### config.mk
export PLATFORM = sky130hd
export DESIGN_NAME = lei_regs
export DESIGN_NICKNAME = d
export VERILOG_FILES = /design/src/hw/rtl/assert_macros.svh /design/src/hw/rtl/lei_pkg.sv /design/src/hw/rtl/lei_regs.sv
export SDC_FILE = /design/constraint.sdc
export NUM_CORES = 1
export LEC_CHECK = 0
export ABC_AREA = 0
export BUFFER_PORTS_ARGS = -buffer_cell sky130_fd_sc_hd__clkbuf_2
export CAP_MARGIN = 20
export CORE_MARGIN = 1
export CORE_UTILIZATION = 50
export CTS_BUF_LIST = sky130_fd_sc_hd__clkbuf_4 sky130_fd_sc_hd__clkbuf_8 sky130_fd_sc_hd__clkbuf_16
export DETAILED_ROUTE_END_ITERATION = 16
export GPL_TIMING_DRIVEN = 0
export MAX_ROUTING_LAYER = met4
export PLACE_DENSITY = 0.82
export SYNTH_ARGS = -nofsm -noshare
export SYNTH_HDL_FRONTEND = slang
export SYNTH_SLANG_ARGS = --single-unit
export TNS_END_PERCENT = 10
### constraint.sdc
create_clock -name aclk -period 4.2 [get_ports aclk]
set_clock_uncertainty 0.2 [all_clocks]
set_input_delay 0.42 -clock aclk [delete_from_list [all_inputs] [get_ports aclk]]
set_output_delay 0.42 -clock aclk [all_outputs]
set_load 0.1 [all_outputs]
### src/hw/rtl/assert_macros.svh
// ----------------------------------------------------------------------------
// Assertion macros
// Clocked assertion helpers on aclk with the synchronous active-low reset.
// ----------------------------------------------------------------------------
`ifndef ASSERT_MACROS_SVH
`define ASSERT_MACROS_SVH

// property must hold at every clock edge out of reset
`define ASSERT_CLK(name, prop, msg) \
    name: assert property (@(posedge aclk) disable iff (!aresetn) (prop)) \
        else $error(msg);

// condition must never be true at a clock edge out of reset
`define ASSERT_NEVER(name, cond, msg) \
    name: assert property (@(posedge aclk) disable iff (!aresetn) !(cond)) \
        else $error(msg);

`endif

### src/hw/rtl/lei_pkg.sv
`timescale 1ns / 1ps
// ----------------------------------------------------------------------------
// lei_pkg
// Shared types and constants of the Lorenz Euler integrator.
// ----------------------------------------------------------------------------
package lei_pkg;

    localparam int FRAC_BITS_DEF  = 16;
    localparam int WORD_WIDTH_DEF = 32;

    localparam int ADDR_W  = 5;
    localparam int DATA_W  = 32;
    localparam int TSTEP_W = 31;

    // register indexes (byte address / 4)
    localparam logic [2:0] REG_SIGMA   = 3'd0;
    localparam logic [2:0] REG_RHO     = 3'd1;
    localparam logic [2:0] REG_BETA    = 3'd2;
    localparam logic [2:0] REG_TSTEP   = 3'd3;
    localparam logic [2:0] REG_START_X = 3'd4;

    localparam logic [DATA_W-1:0]  SIGMA_RST   = 32'd655360;
    localparam logic [DATA_W-1:0]  RHO_RST     = 32'd1835008;
    localparam logic [DATA_W-1:0]  BETA_RST    = 32'd174763;
    localparam logic [TSTEP_W-1:0] TSTEP_RST   = 31'd655;
    localparam logic [DATA_W-1:0]  START_X_RST = 32'd6554;

    typedef struct packed {
        logic restart;
        logic final_step;
    } in_item_t;

    typedef struct packed {
        logic signed [31:0] pos_x;
        logic signed [31:0] pos_y;
        logic signed [31:0] pos_z;
        logic signed [31:0] lo_x;
        logic signed [31:0] lo_y;
        logic signed [31:0] lo_z;
        logic signed [31:0] hi_x;
        logic signed [31:0] hi_y;
        logic signed [31:0] hi_z;
        logic               last;
    } out_item_t;

    typedef struct packed {
        logic signed [31:0]   sigma;
        logic signed [31:0]   rho;
        logic signed [31:0]   beta;
        logic [TSTEP_W-1:0]   time_step;
        logic signed [31:0]   start_x;
    } cfg_t;

    typedef enum logic [1:0] {
        PH_1,
        PH_2,
        PH_3
    } phase_t;

    typedef struct packed {
        logic       accept;
        logic       prep;
        logic [2:0] start;
        phase_t     phase;
        logic       upd;
        logic       bnd;
        logic       out_load;
    } dp_cmd_t;

    typedef struct packed {
        logic mul_done;
        logic out_busy;
    } dp_stat_t;

endpackage

### src/hw/rtl/lei_regs.sv
`timescale 1ns / 1ps
// ----------------------------------------------------------------------------
// lei_regs
// APB configuration registers: sigma, rho, beta, time step, start x.
// ----------------------------------------------------------------------------
module lei_regs import lei_pkg::*; (
    input  logic              aclk,
    input  logic              aresetn,
    input  logic              psel,
    input  logic              penable,
    input  logic              pwrite,
    input  logic [ADDR_W-1:0] paddr,
    input  logic [DATA_W-1:0] pwdata,
    output logic [DATA_W-1:0] prdata,
    output logic              pready,
    output cfg_t              cfg
);

    cfg_t       cfg_reg;
    logic       wr_en;
    logic [2:0] reg_idx;

    assign reg_idx = paddr[ADDR_W-1:2];
    assign wr_en   = psel & penable & pwrite;
    assign pready  = 1'b1;
    assign cfg     = cfg_reg;

    always_ff @(posedge aclk) begin
        if (!aresetn) begin
            cfg_reg.sigma     <= SIGMA_RST;
            cfg_reg.rho       <= RHO_RST;
            cfg_reg.beta      <= BETA_RST;
            cfg_reg.time_step <= TSTEP_RST;
            cfg_reg.start_x   <= START_X_RST;
        end else if (wr_en) begin
            case (reg_idx)
                REG_SIGMA:   cfg_reg.sigma     <= pwdata;
                REG_RHO:     cfg_reg.rho       <= pwdata;
                REG_BETA:    cfg_reg.beta      <= pwdata;
                REG_TSTEP:   cfg_reg.time_step <= pwdata[TSTEP_W-1:0];
                REG_START_X: cfg_reg.start_x   <= pwdata;
                default: ;
            endcase
        end
    end

    always_comb begin
        case (reg_idx)
            REG_SIGMA:   prdata = cfg_reg.sigma;
            REG_RHO:     prdata = cfg_reg.rho;
            REG_BETA:    prdata = cfg_reg.beta;
            REG_TSTEP:   prdata = {1'b0, cfg_reg.time_step};
            REG_START_X: prdata = cfg_reg.start_x;
            default:     prdata = '0;
        endcase
    end

endmodule

==> flow_summary.yaml <==
outcome:
  status: "finished clean"
clock_tree:
  clock_latency_ns: 0.43
  cts_hold_buf: 0
  cts_made_buffers: 17
  clk_path_buf_depth: 2
  root_buffer: "clkbuf_16"
  cts_resized: 0
  clk_pin_slew_ns: 0.06
  cts_tree: "done"
  cts_sinks: 159
  cts_setup_buffers: 0
  cts.htree.levels: 4
global_routing:
  overflow: 0
  grt_pass1_vias: 6549
  grt_max_degree: 17
  antenna_found_initial: 0
  grt_util_all_layers: 0.3550
  grt_pass1_wl_um: 37290
cells_and_area:
  nets: 1031
  area_growth_pct: 28.21
  antenna_cells: 0
  largest_reg_flops: 159
  drive_gt1_frac: 0.3227
worst_setup_path:
  critical_path_class: "input pin to output pin"
  crit_arrival_ns: 2.56
  critPathMaxFanout: 10
  cp-start-kind: "input pin"
  rr_worst_depth: 2
  cp.required_ns: 3.58
  end_kind: "output pin"
route:
  viasPerCell: 5.910
  drt_wl_total_um: 25330
  firstDrtPassIters: 5
  dr_wl_met2_um: 11970
  num_vias: 6980
  final_antenna_net_count: 0
  drtIter0Drc: 606
  met1_length_um: 9980
  top_layer_used: "met4"
  drcViolationCount: 0
  avgRoutedWirePerCell_um: 21.45
  wl_met3_um: 2389
sta:
  setup_ws_ns: 1.022
  report.final.slew_viol_count: 0
  hold_viol: 0
  tns_ns: 0
  fin_crit_ns: 3.178
  period_share: 0.7568
  timing.fmax_mhz: 314.6
  max_slew_margin: 0.3240
  setup_viol: 0
  worst_pin_slew_ns: 1.014
  grt_setup_unrepaired: "false"
place:
  dp_hpwl_um: 17720
  io_buffers: 227
  place_worst_setup_slack_ns: 1.131
  gp_congestion: 0.8507
logic_synthesis:
  synth-seq-area-share: 0.4499
  ys_warn_count: 0
  synth_enable_flop_cells: 0
  synth_top_cell_area_share: 0.4499
  synth-seq-cells: 159
  synth_ff_type: "dfxtp_1"
  synth_area_mm2: 0.007076
  async_flop_share: 0
  synthCells: 743
  yosys.area.top_type: "dfxtp_1"
  synth.avg_cell_area_um2: 9.523
  synth.distinct_cells: 37
  yosysMostFrequentCell: "nand2_1"
  synthTopCellsByArea: "dfxtp_1 45%, mux2i_1 19%, nand2_1 8.8%"
  syn-num-nets: 785
  yosys-top-cells-count: "165 x nand2_1, 159 x dfxtp_1, 136 x mux2i_1, 60 x a22oi_1, 37 x clkbuf_1"
worst_hold_path:
  min_path_cells: 3
  hold_path_class: "input pin to register"
power:
  p_per_area_mw_per_mm2: 399.9
  irDropWorstVdd_mv: 0.2705
  p_leak_uw: 0.004315
floorplanning:
  initial_core_util: 0.5117
  core-area_mm2: 0.01383
  die_y_um: 121.0
  placementRows: 43
  dieWidth_um: 121.0
  ioPinCount: 234
  dieArea_mm2: 0.01463
flow_run:
  max_cap_viol_count: 0
final cells by class:
type | count | area, um2
plain buffers | 68 | 345.3
clock buffers | 21 | 474.2
clock inverters | 10 | 160.2
fillers | 1171 | 4756
inverters | 17 | 63.81
multi-input cells | 499 | 3483
flip-flops and latches | 159 | 3183
well taps | 180 | 225.2
repair buffers | 227 | 1136
where the power goes:
group	internal, uW	switching, uW	leakage, uW
sequential	1520	11.5	0.00128
clock	1040	619	0.000312
combinational	82.8	350	0.00272
cells in the final DEF (no fill, tap or decap), drive strengths merged, types with 17 or more instances in the layout:
| cell type | Yosys | layout |
|---|---|---|
| dfxtp | 159 | 159 |
| o21ai | 19 | 19 |
| nand2 | 165 | 165 |
| o211ai | 21 | 21 |
| mux2 | 30 | 30 |
| o22ai | 30 | 30 |
| mux2i | 136 | 136 |
| clkbuf | 37 | 285 |
| inv | 17 | 17 |
| buf | 31 | 31 |
| a22oi | 60 | 60 |
routing by layer:
layer,global-route usage,vias to the layer above
li1,-,3141
met1,0.4255,3350
met2,0.5675,417
met3,0.08412,72
met4,0.1574,0
met5,-,-
worst max-delay path, stage by stage:
cell,delay (ns)
buf_2,0.16
buf_2,0.23
nor2_2,0.28
clkbuf_1,0.55
a22oi_1,0.21
o22ai_1,0.20
clkbuf_2,0.49
path summary, 6_finish.rpt:
check / end / slack (ns) / from
setup / recovery: prdata[7] / 1.02 / paddr[2]
hold / removal: cfg[8]$_SDFFE_PN1P_ / 0.08 / pwdata[8]
setup reg to reg: cfg[153]$_SDFFE_PN0P_ / 3.27 / cfg[153]$_SDFFE_PN0P_
hold reg to reg: cfg[124]$_SDFFE_PN0P_ / 0.27 / cfg[124]$_SDFFE_PN0P_
per-stage QoR:
stage	hold slack (ns)	util	area [um2]	total power, uW	instances
finish	0.07924	0.6560	9071	3628	1181
floorplan	0.3683	-	7076	1874	743
CTS	0.06943	0.6560	9071	3618	1181
detailed placement	0.2622	0.6102	8437	1991	1150
global placement	0.2554	0.6102	8437	1986	1150
global route	0.08343	0.6560	9071	3716	1181
cell families after synthesis:
logic type / count (synthesis) / share of synthesized area
AOI/OAI and AO/OA: 141 / 0.1381
buffers and inverters: 85 / 0.05782
DFF: 159 / 0.4499
muxes: 166 / 0.2401
other: 1 / 0.0005300
and+or+nand+nor: 191 / 0.1135
(Power assumes the default switching activity.)
