===== config.mk =====
export PLATFORM = sky130hd
export DESIGN_NAME = lei_ctrl
export DESIGN_NICKNAME = d
export VERILOG_FILES = /design/src/hw/rtl/assert_macros.svh /design/src/hw/rtl/lei_pkg.sv /design/src/hw/rtl/lei_ctrl.sv
export SDC_FILE = /design/constraint.sdc
export NUM_CORES = 1
export LEC_CHECK = 0
export BUFFER_PORTS_ARGS = -buffer_cell sky130_fd_sc_hd__buf_2
export CORE_AREA = 2 2 39 41
export CTS_CLUSTER_DIAMETER = 100
export CTS_CLUSTER_SIZE = 30
export DETAILED_ROUTE_END_ITERATION = 8
export DIE_AREA = 0 0 41 43
export SKIP_CTS_REPAIR_TIMING = 1
export SYNTH_ARGS = -nofsm -noshare
export SYNTH_HDL_FRONTEND = slang
export SYNTH_SLANG_ARGS = --single-unit

===== constraint.sdc =====
create_clock -name aclk -period 1.43 [get_ports aclk]
set_clock_uncertainty 0.15 [all_clocks]
set_input_delay 0.2145 -clock aclk [delete_from_list [all_inputs] [get_ports aclk]]
set_output_delay 0.2145 -clock aclk [all_outputs]
set_load 0.02 [all_outputs]

===== src/hw/rtl/assert_macros.svh =====
// ----------------------------------------------------------------------------
// Assertion macros
// Clocked assertion helpers on aclk with the synchronous active-low reset.
// ----------------------------------------------------------------------------
`ifndef ASSERT_MACROS_SVH
`define ASSERT_MACROS_SVH

// property must hold at every clock edge out of reset
`define ASSERT_CLK(name, prop, msg) \
    name: assert property (@(posedge aclk) disable iff (!aresetn) (prop)) \
        else $error(msg);

// condition must never be true at a clock edge out of reset
`define ASSERT_NEVER(name, cond, msg) \
    name: assert property (@(posedge aclk) disable iff (!aresetn) !(cond)) \
        else $error(msg);

`endif


===== src/hw/rtl/lei_pkg.sv =====
`timescale 1ns / 1ps
// ----------------------------------------------------------------------------
// lei_pkg
// Shared types and constants of the Lorenz Euler integrator.
// ----------------------------------------------------------------------------
package lei_pkg;

    localparam int FRAC_BITS_DEF  = 16;
    localparam int WORD_WIDTH_DEF = 32;

    localparam int ADDR_W  = 5;
    localparam int DATA_W  = 32;
    localparam int TSTEP_W = 31;

    // register indexes (byte address / 4)
    localparam logic [2:0] REG_SIGMA   = 3'd0;
    localparam logic [2:0] REG_RHO     = 3'd1;
    localparam logic [2:0] REG_BETA    = 3'd2;
    localparam logic [2:0] REG_TSTEP   = 3'd3;
    localparam logic [2:0] REG_START_X = 3'd4;

    localparam logic [DATA_W-1:0]  SIGMA_RST   = 32'd655360;
    localparam logic [DATA_W-1:0]  RHO_RST     = 32'd1835008;
    localparam logic [DATA_W-1:0]  BETA_RST    = 32'd174763;
    localparam logic [TSTEP_W-1:0] TSTEP_RST   = 31'd655;
    localparam logic [DATA_W-1:0]  START_X_RST = 32'd6554;

    typedef struct packed {
        logic restart;
        logic final_step;
    } in_item_t;

    typedef struct packed {
        logic signed [31:0] pos_x;
        logic signed [31:0] pos_y;
        logic signed [31:0] pos_z;
        logic signed [31:0] lo_x;
        logic signed [31:0] lo_y;
        logic signed [31:0] lo_z;
        logic signed [31:0] hi_x;
        logic signed [31:0] hi_y;
        logic signed [31:0] hi_z;
        logic               last;
    } out_item_t;

    typedef struct packed {
        logic signed [31:0]   sigma;
        logic signed [31:0]   rho;
        logic signed [31:0]   beta;
        logic [TSTEP_W-1:0]   time_step;
        logic signed [31:0]   start_x;
    } cfg_t;

    typedef enum logic [1:0] {
        PH_1,
        PH_2,
        PH_3
    } phase_t;

    typedef struct packed {
        logic       accept;
        logic       prep;
        logic [2:0] start;
        phase_t     phase;
        logic       upd;
        logic       bnd;
        logic       out_load;
    } dp_cmd_t;

    typedef struct packed {
        logic mul_done;
        logic out_busy;
    } dp_stat_t;

endpackage


===== src/hw/rtl/lei_ctrl.sv =====
`timescale 1ns / 1ps
// ----------------------------------------------------------------------------
// lei_ctrl
// Sequencer for one Euler step: prepare, three multiply phases, update,
// bounds, result load.
// ----------------------------------------------------------------------------
module lei_ctrl import lei_pkg::*; (
    input  logic     aclk,
    input  logic     aresetn,
    input  logic     s_valid,
    output logic     s_ready,
    input  dp_stat_t stat,
    output dp_cmd_t  cmd
);

    typedef enum logic [3:0] {
        C_IDLE,
        C_PREP,
        C_ISSUE,
        C_WAIT1,
        C_WAIT2,
        C_WAIT3,
        C_UPD,
        C_BND,
        C_OUT
    } cstate_t;

    cstate_t state_reg;

    always_ff @(posedge aclk) begin
        if (!aresetn) begin
            state_reg <= C_IDLE;
        end else begin
            case (state_reg)
                C_IDLE:  if (s_valid) state_reg <= C_PREP;
                C_PREP:  state_reg <= C_ISSUE;
                C_ISSUE: state_reg <= C_WAIT1;
                C_WAIT1: if (stat.mul_done) state_reg <= C_WAIT2;
                C_WAIT2: if (stat.mul_done) state_reg <= C_WAIT3;
                C_WAIT3: if (stat.mul_done) state_reg <= C_UPD;
                C_UPD:   state_reg <= C_BND;
                C_BND:   state_reg <= C_OUT;
                C_OUT:   if (!stat.out_busy) state_reg <= C_IDLE;
                default: state_reg <= C_IDLE;
            endcase
        end
    end

    assign s_ready = (state_reg == C_IDLE);

    always_comb begin
        cmd          = '0;
        cmd.phase    = PH_1;
        cmd.accept   = (state_reg == C_IDLE) && s_valid;
        cmd.prep     = (state_reg == C_PREP);
        cmd.upd      = (state_reg == C_UPD);
        cmd.bnd      = (state_reg == C_BND);
        cmd.out_load = (state_reg == C_OUT) && !stat.out_busy;
        case (state_reg)
            C_ISSUE: begin
                cmd.start = 3'b111;
                cmd.phase = PH_1;
            end
            C_WAIT1: begin
                cmd.start = stat.mul_done ? 3'b111 : 3'b000;
                cmd.phase = PH_2;
            end
            C_WAIT2: begin
                cmd.start = stat.mul_done ? 3'b100 : 3'b000;
                cmd.phase = PH_3;
            end
            default: ;
        endcase
    end

endmodule


==> run metrics, run 1 <==
num ports=16; Initial DRC Count=8; First-pass DRT Iterations=4; DRT antenna net count=0; register-to-register setup slack=0.08 ns; max reg flops=4; top cell type by total area after synthesis=dfxtp_1; status=finished with violations; Syn Std Cell Area=325.3 µm²; via count=409; CTS tree=done; Final Cycle Share=110.8%; DRC Markers=0; final setup violation count=10; RePlAce Congestion=0.8205; Slew @ Worst Pin=0.2393 ns; Slew HR=83.98%; leak pwr=0.3024 nW; CP max FO=7; later-pin clock latency in the skew report=0.23 ns; Inst Count DP=82; flops & latches, synth=4; kind of critical path=register to output port; post-detail-place hpwl=729.2 µm; syn_nets=49; DR WL/cell=10.99 µm; Hold Path Depth=3; Pins Over Slew Limit=0; fin area=654.4 µm²; die area=1763 µm²; Final nets=79; Port Buffer Count=15; H-tree depth=1; Starting Density=23.51%; Max Cap Viol=0; CP Launch Type=register; Mapped Avg Cell Area=7.393 µm²; Yosys Warn Count=0; die width=41 µm; ANT cells=0; vias in the first global route=352; reg2reg path depth=5; Power Dens Cells=1077 nW/µm²; clock sink count=4; Max VDD drop=0.5252 mV; Fin. Hold Viols=0; hold path endpoint=state_reg[0]$_SDFFE_PN0P_; CTS Buf Count=3; Hold Path Class=input port to register; hold path startpoint=aresetn; total wire length=967 µm; Longest Clk Path Bufs=2; Clk pin slew, worst setup/hold paths=0.04 ns; Worst setup EP type=output port; Non-Filler Instances=88; Syn Inst Count=44; R2R Path Start=state_reg[0]$_SDFFE_PN0P_; r2r endpoint=state_reg[0]$_SDFFE_PN0P_; Area contributors post-synth=dfxtp_1 25%, nor2_1 8.1%, nand2_1 5.8%; first-pass GRT wire length=1.393 mm; grt total ovfl=0; Die Height=43 µm; unrepaired setup endpoints after global routing=yes; Area growth, synth to finish=101.2%; Seq/Total Area, Yosys=24.62%; failing checks=setup timing; Worst EP required=1.07 ns; Synth cell types=25; layout cell share with drive strength beyond 1=66.67%; minimum clock period=1.585 ns; row count=14; Fmax achieved=631.1 MHz; Final Power=0.0007046 W; Via density=4.648; share of the synthesized area in the top cell type=24.62%; core region area=1384 µm²; critical path data arrival time=1.22 ns; final setup margin=-0.1546 ns; All-Layer GR Usage=11.72%; largest net degree at the start of global routing=9; Cell Area, Placed=518.0 µm²; initial antenna violation count=0; Clock Tree Root=clkbuf_4
## cell families after synthesis
| family | count (synthesis) | share of synthesized area, % |
|---|---|---|
| and+or+nand+nor | 26 | 48.08 |
| AOI/OAI and AO/OA | 8 | 16.15 |
| buffers and inverters | 5 | 8.075 |
| DFF | 4 | 24.62 |
| muxes | 1 | 3.077 |
## cell usage after synthesis (all sizes together)
library cell  n
nor4b         1
o311a         1
nor3          1
and2          2
nand2b        1
nor2          7
nor2b         3
o21ai         2
and3          1
nor4bb        1
inv           1
a21boi        1
dfxtp         4
nand2         5
nand3         1
nor4          1
a21oi         2
mux2i         1
a21o          1
o211ai        1
buf           4
nand4b        2
## critical path, stage by stage (launching register included)
cell and delay [ns]:
dfxtp_4 0.35, buf_6 0.12, nor4b_4 0.28, a21o_1 0.13, buf_6 0.11
## where the power goes
group / internal [W] / switching, W / leakage [nW]
sequential: 0.000130 / 0.0000303 / 0.0356
combinational: 0.000224 / 0.000187 / 0.253
clock: 0.0000934 / 0.0000395 / 0.0138
## how the worst max path moves through the flow
stage | from | endpoint | cells past startpoint
6_report | state_reg[2]$_SDFFE_PN0P_ | cmd[7] | 4
5_1_grt | state_reg[2]$_SDFFE_PN0P_ | cmd[9] | 4
4_1_cts | state_reg[3]$_SDFFE_PN0P_ | cmd[7] | 5
3_5_place_dp | state_reg[3]$_SDFFE_PN0P_ | cmd[7] | 5
3_3_place_gp | state_reg[3]$_SDFFE_PN0P_ | cmd[7] | 5
2_1_floorplan | state_reg[0]$_SDFFE_PN0P_ | cmd[7] | 4
## per-stage QoR
step	util, %	setup slack (ns)	hold slack (ns)	TNS [ns]
after floorplan	-	-0.1424	0.2038	-0.4202
after global placement	37.43	0.01847	0.3524	0
after detailed placement	37.43	-0.01221	0.3563	-0.01221
after CTS	39.06	-0.2673	0.1119	-1.825
after global routing	47.29	-0.2324	0.1257	-1.517
final	47.29	-0.1546	0.1107	-0.8676
## cell usage in the layout (no fill, tap or decap)
cell type / n
o21ai_0: 1
mux2i_1: 1
buf_4: 14
and2_4: 1
inv_2: 1
and2_1: 1
buf_6: 8
nor2_2: 1
nor2_1: 4
nand3_2: 1
nand2_2: 1
nand2_1: 4
o311a_1: 1
clkbuf_4: 3
and3_1: 1
nor2b_4: 2
nand2b_1: 1
o211ai_1: 1
dfxtp_4: 4
nor2_4: 2
nor4bb_2: 1
o21ai_1: 1
nor4_4: 1
a21boi_1: 1
buf_2: 7
a21oi_1: 2
nor2b_1: 1
nor4b_4: 1
nand4b_1: 2
a21o_1: 1
nor3_1: 1
## layout make-up
| class | count | area (µm²) |
|---|---|---|
| Fill cell | 133 | 729.5 |
| Multi-Input combinational cell | 35 | 282.8 |
| Timing Repair Buffer | 29 | 230.2 |
| Sequential cell | 4 | 95.09 |
| Clock buffer | 3 | 22.52 |
| Tap cell | 16 | 20.02 |
| Inverter | 1 | 3.754 |
## layer usage
layer	part of all wire [%]	up-vias	wire length [µm]	track usage (%)
li1	-	210	-	-
met1	40	187	386	14.70
met2	55	10	535	15.94
met3	3.8	2	37	1.571
met4	0.83	0	8	11.33
met5	0	-	0	0
Note: power is estimated with default switching activity, not from simulation.
==> inputs of run 2 (changes only) <==
ABC_AREA = 1   (was unset)
==> run metrics, run 2 <==
Top FF cell, synth=dfxtp_1; First-pass DRT Iterations=4 (unchanged); Sequential Area=92.59 µm² (-2.6%); family with the most delay on the worst path=simple AND/OR/NAND/NOR gates; CP peak stage delay=0.36 ns (about the same); register-to-register setup slack=0.07 ns (about the same); die area=1763 µm² (unchanged); Worst EP required=1.07 ns (about the same); post-detail-place hpwl=673.5 µm (-7.6%); DR WL/cell=10.71 µm (-2.5%); Pins Over Slew Limit=0 (unchanged); most frequent cells in the layout=12 x buf_4, 8 x inv_1, 7 x nand3_1; crit-path most repeated cell=nand2_2; hold path endpoint=state_reg[1]$_SDFFE_PN0P_; grt total ovfl=0 (unchanged); Area growth, synth to finish=92.54%; row count=14 (unchanged); first-pass GRT wire length=1.407 mm (+1.0%); Fin. Hold Viols=0 (unchanged); Clock Tree Root=clkbuf_4; largest net degree at the start of global routing=8 (-1); vias in the first global route=374 (+6.3%); layout cell share with drive strength beyond 1=64.29% (-2.4 points); Port Buffer Count=15 (unchanged); final setup violation count=10 (unchanged); Post-synth top cells=12 x inv_1, 9 x nand3_1, 9 x nor2_1; crit-path cells=nor2_4 -> nand2_4 -> inv_2 -> nand2_2 -> nand2_2 -> buf_6; Max Cap Viol=0 (unchanged); hold path startpoint=aresetn; Mapped Avg Cell Area=5.589 µm² (-24%); Yosys Warn Count=0 (unchanged); r2r endpoint=state_reg[2]$_SDFFE_PN0P_; Power Dens Cells=2486 nW/µm² (+130%); clock sink count=4 (unchanged); share of the synthesized area in the top cell type=23.88% (-0.73 points); Starting Density=24.23% (+0.72 points); most frequent cell after synthesis=inv_1; max reg flops=4 (unchanged); Syn Std Cell Area=335.3 µm² (+3.1%); RePlAce Congestion=0.7633 (-7.0%); reg2reg path depth=7 (+2); Hold Path Class=input port to register; CTS Buf Count=3 (unchanged); kind of critical path=register to output port; flops & latches, synth=4 (unchanged); Die Height=43 µm (unchanged); Synth cell types=16 (-36%); initial antenna violation count=0 (unchanged); leak pwr=0.3307 nW (+9.3%); top cell type by total area after synthesis=dfxtp_1; later-pin clock latency in the skew report=0.23 ns (about the same); All-Layer GR Usage=11.74% (+0.012 points); Post-synth EDFFs=0 (unchanged); Buf/Inv on CP=2 (unchanged); num ports=16 (unchanged); worst hold slack=0.06711 ns (-0.04363 ns); ANT cells=0 (unchanged); failing checks=setup timing; via count=462 (+13%); Hold Path Depth=3 (unchanged); Slew @ Worst Pin=0.2310 ns (-0.008266 ns); die width=41 µm (unchanged); critical path's slowest cell=dfxtp_4; DRT antenna net count=0 (unchanged); syn_nets=65 (+33%); R2R Path Start=state_reg[2]$_SDFFE_PN0P_; Slew HR=84.44% (+0.46 points); leading cell type in the layout, fill and taps excluded=buf_4; Syn Inst Count=60 (+36%); Area contributors post-synth=dfxtp_1 24%, nand3_1 13%, inv_1 13%; unrepaired setup endpoints after global routing=yes; Fmax achieved=651.2 MHz (+3.2%); CP Launch Type=register; core region area=1384 µm² (unchanged); minimum clock period=1.536 ns (-0.04907 ns); ys async rst share=0% (unchanged); final setup margin=-0.1055 ns (+0.04907 ns); Final nets=91 (+15%); CTS tree=done; Initial DRC Count=4 (-4); total wire length=1.071 mm (+11%); Place WS=0.04562 ns (+0.05783 ns); Via density=4.620 (-0.60%); Clk pin slew, worst setup/hold paths=0.04 ns (about the same); Worst setup EP type=output port; H-tree depth=1 (unchanged); filler instances=165 (+24%); Max VDD drop=1.020 mV (+94%); Final Cycle Share=107.4% (-3.4 points); CP max FO=6 (-1); critical path data arrival time=1.17 ns (-0.05 ns); Multi-input gate area=280.3 µm² (-0.88%); Longest Clk Path Bufs=2 (unchanged); Seq/Total Area, Yosys=23.88% (-0.73 points); DRC Markers=0 (unchanged); status=finished with violations
-- run 2: cell families after synthesis --
group	synth area share, %
AND/OR/NAND/NOR	48.88
buffers and inverters	18.28
AO/OA/AOI/OAI	8.953
flip-flops	23.88
-- run 2: area by class of cell --
| cell class | count | area share (%) |
|---|---|---|
| tap | 16 | 3.101 |
| timing repair buffer | 22 | 26.55 |
| sequential | 4 | 14.34 |
| inverter | 14 | 9.109 |
| clock buffer | 3 | 3.488 |
| multi-input combinational | 41 | 43.41 |
-- run 2: where the power goes --
group	switching, W	internal (W)	leakage (nW)
clock network	0.0000444	0.0000937	0.0138
registers	0.000114	0.000177	0.0353
logic	0.000648	0.000528	0.282
total	0.000807	0.000799	0.331
-- run 2: how the worst max path moves through the flow --
stage                              start     end  cells past startpoint
6_report       state_reg[2]$_SDFFE_PN0P_  cmd[5]                      6
5_1_grt        state_reg[2]$_SDFFE_PN0P_  cmd[5]                      6
4_1_cts        state_reg[2]$_SDFFE_PN0P_  cmd[7]                      6
3_5_place_dp   state_reg[2]$_SDFFE_PN0P_  cmd[7]                      6
3_3_place_gp   state_reg[2]$_SDFFE_PN0P_  cmd[7]                      6
2_1_floorplan  state_reg[0]$_SDFFE_PN0P_  cmd[7]                      5
-- run 2: stage by stage --
| step | cells | util (%) | setup TNS, ns | area (µm²) | power (W) |
|---|---|---|---|---|---|
| final | 100 | 46.65 | -0.5120 | 645.6 | 0.001605 |
| after global routing | 100 | 46.65 | -1.211 | 645.6 | 0.001734 |
| after CTS | 95 | 34.54 | -1.580 | 478.0 | 0.001189 |
| after detailed placement | 92 | 32.91 | 0 | 455.4 | 0.001039 |
| after global placement | 92 | 32.91 | 0 | 455.4 | 0.001045 |
| after floorplan | 60 | - | -0.04165 | 352.8 | 0.0008196 |
-- run 2: layer usage --
| layer | GRT usage, % | up-vias | share of wire (%) |
|---|---|---|---|
| li1 | - | 238 | - |
| met1 | 15.38 | 206 | 40 |
| met2 | 15.94 | 18 | 55 |
| met3 | 4.712 | 0 | 5.2 |
| met4 | 6.000 | 0 | 0 |
| met5 | 0 | - | 0 |
-- run 2: worst register-to-register path: stages (launching register included) --
cell	delay [ns]
dfxtp_4	0.36
nor2_4	0.19
nand2_4	0.08
buf_4	0.14
nand2_2	0.05
nand2_2	0.08
a21oi_1	0.15
nor2_1	0.05
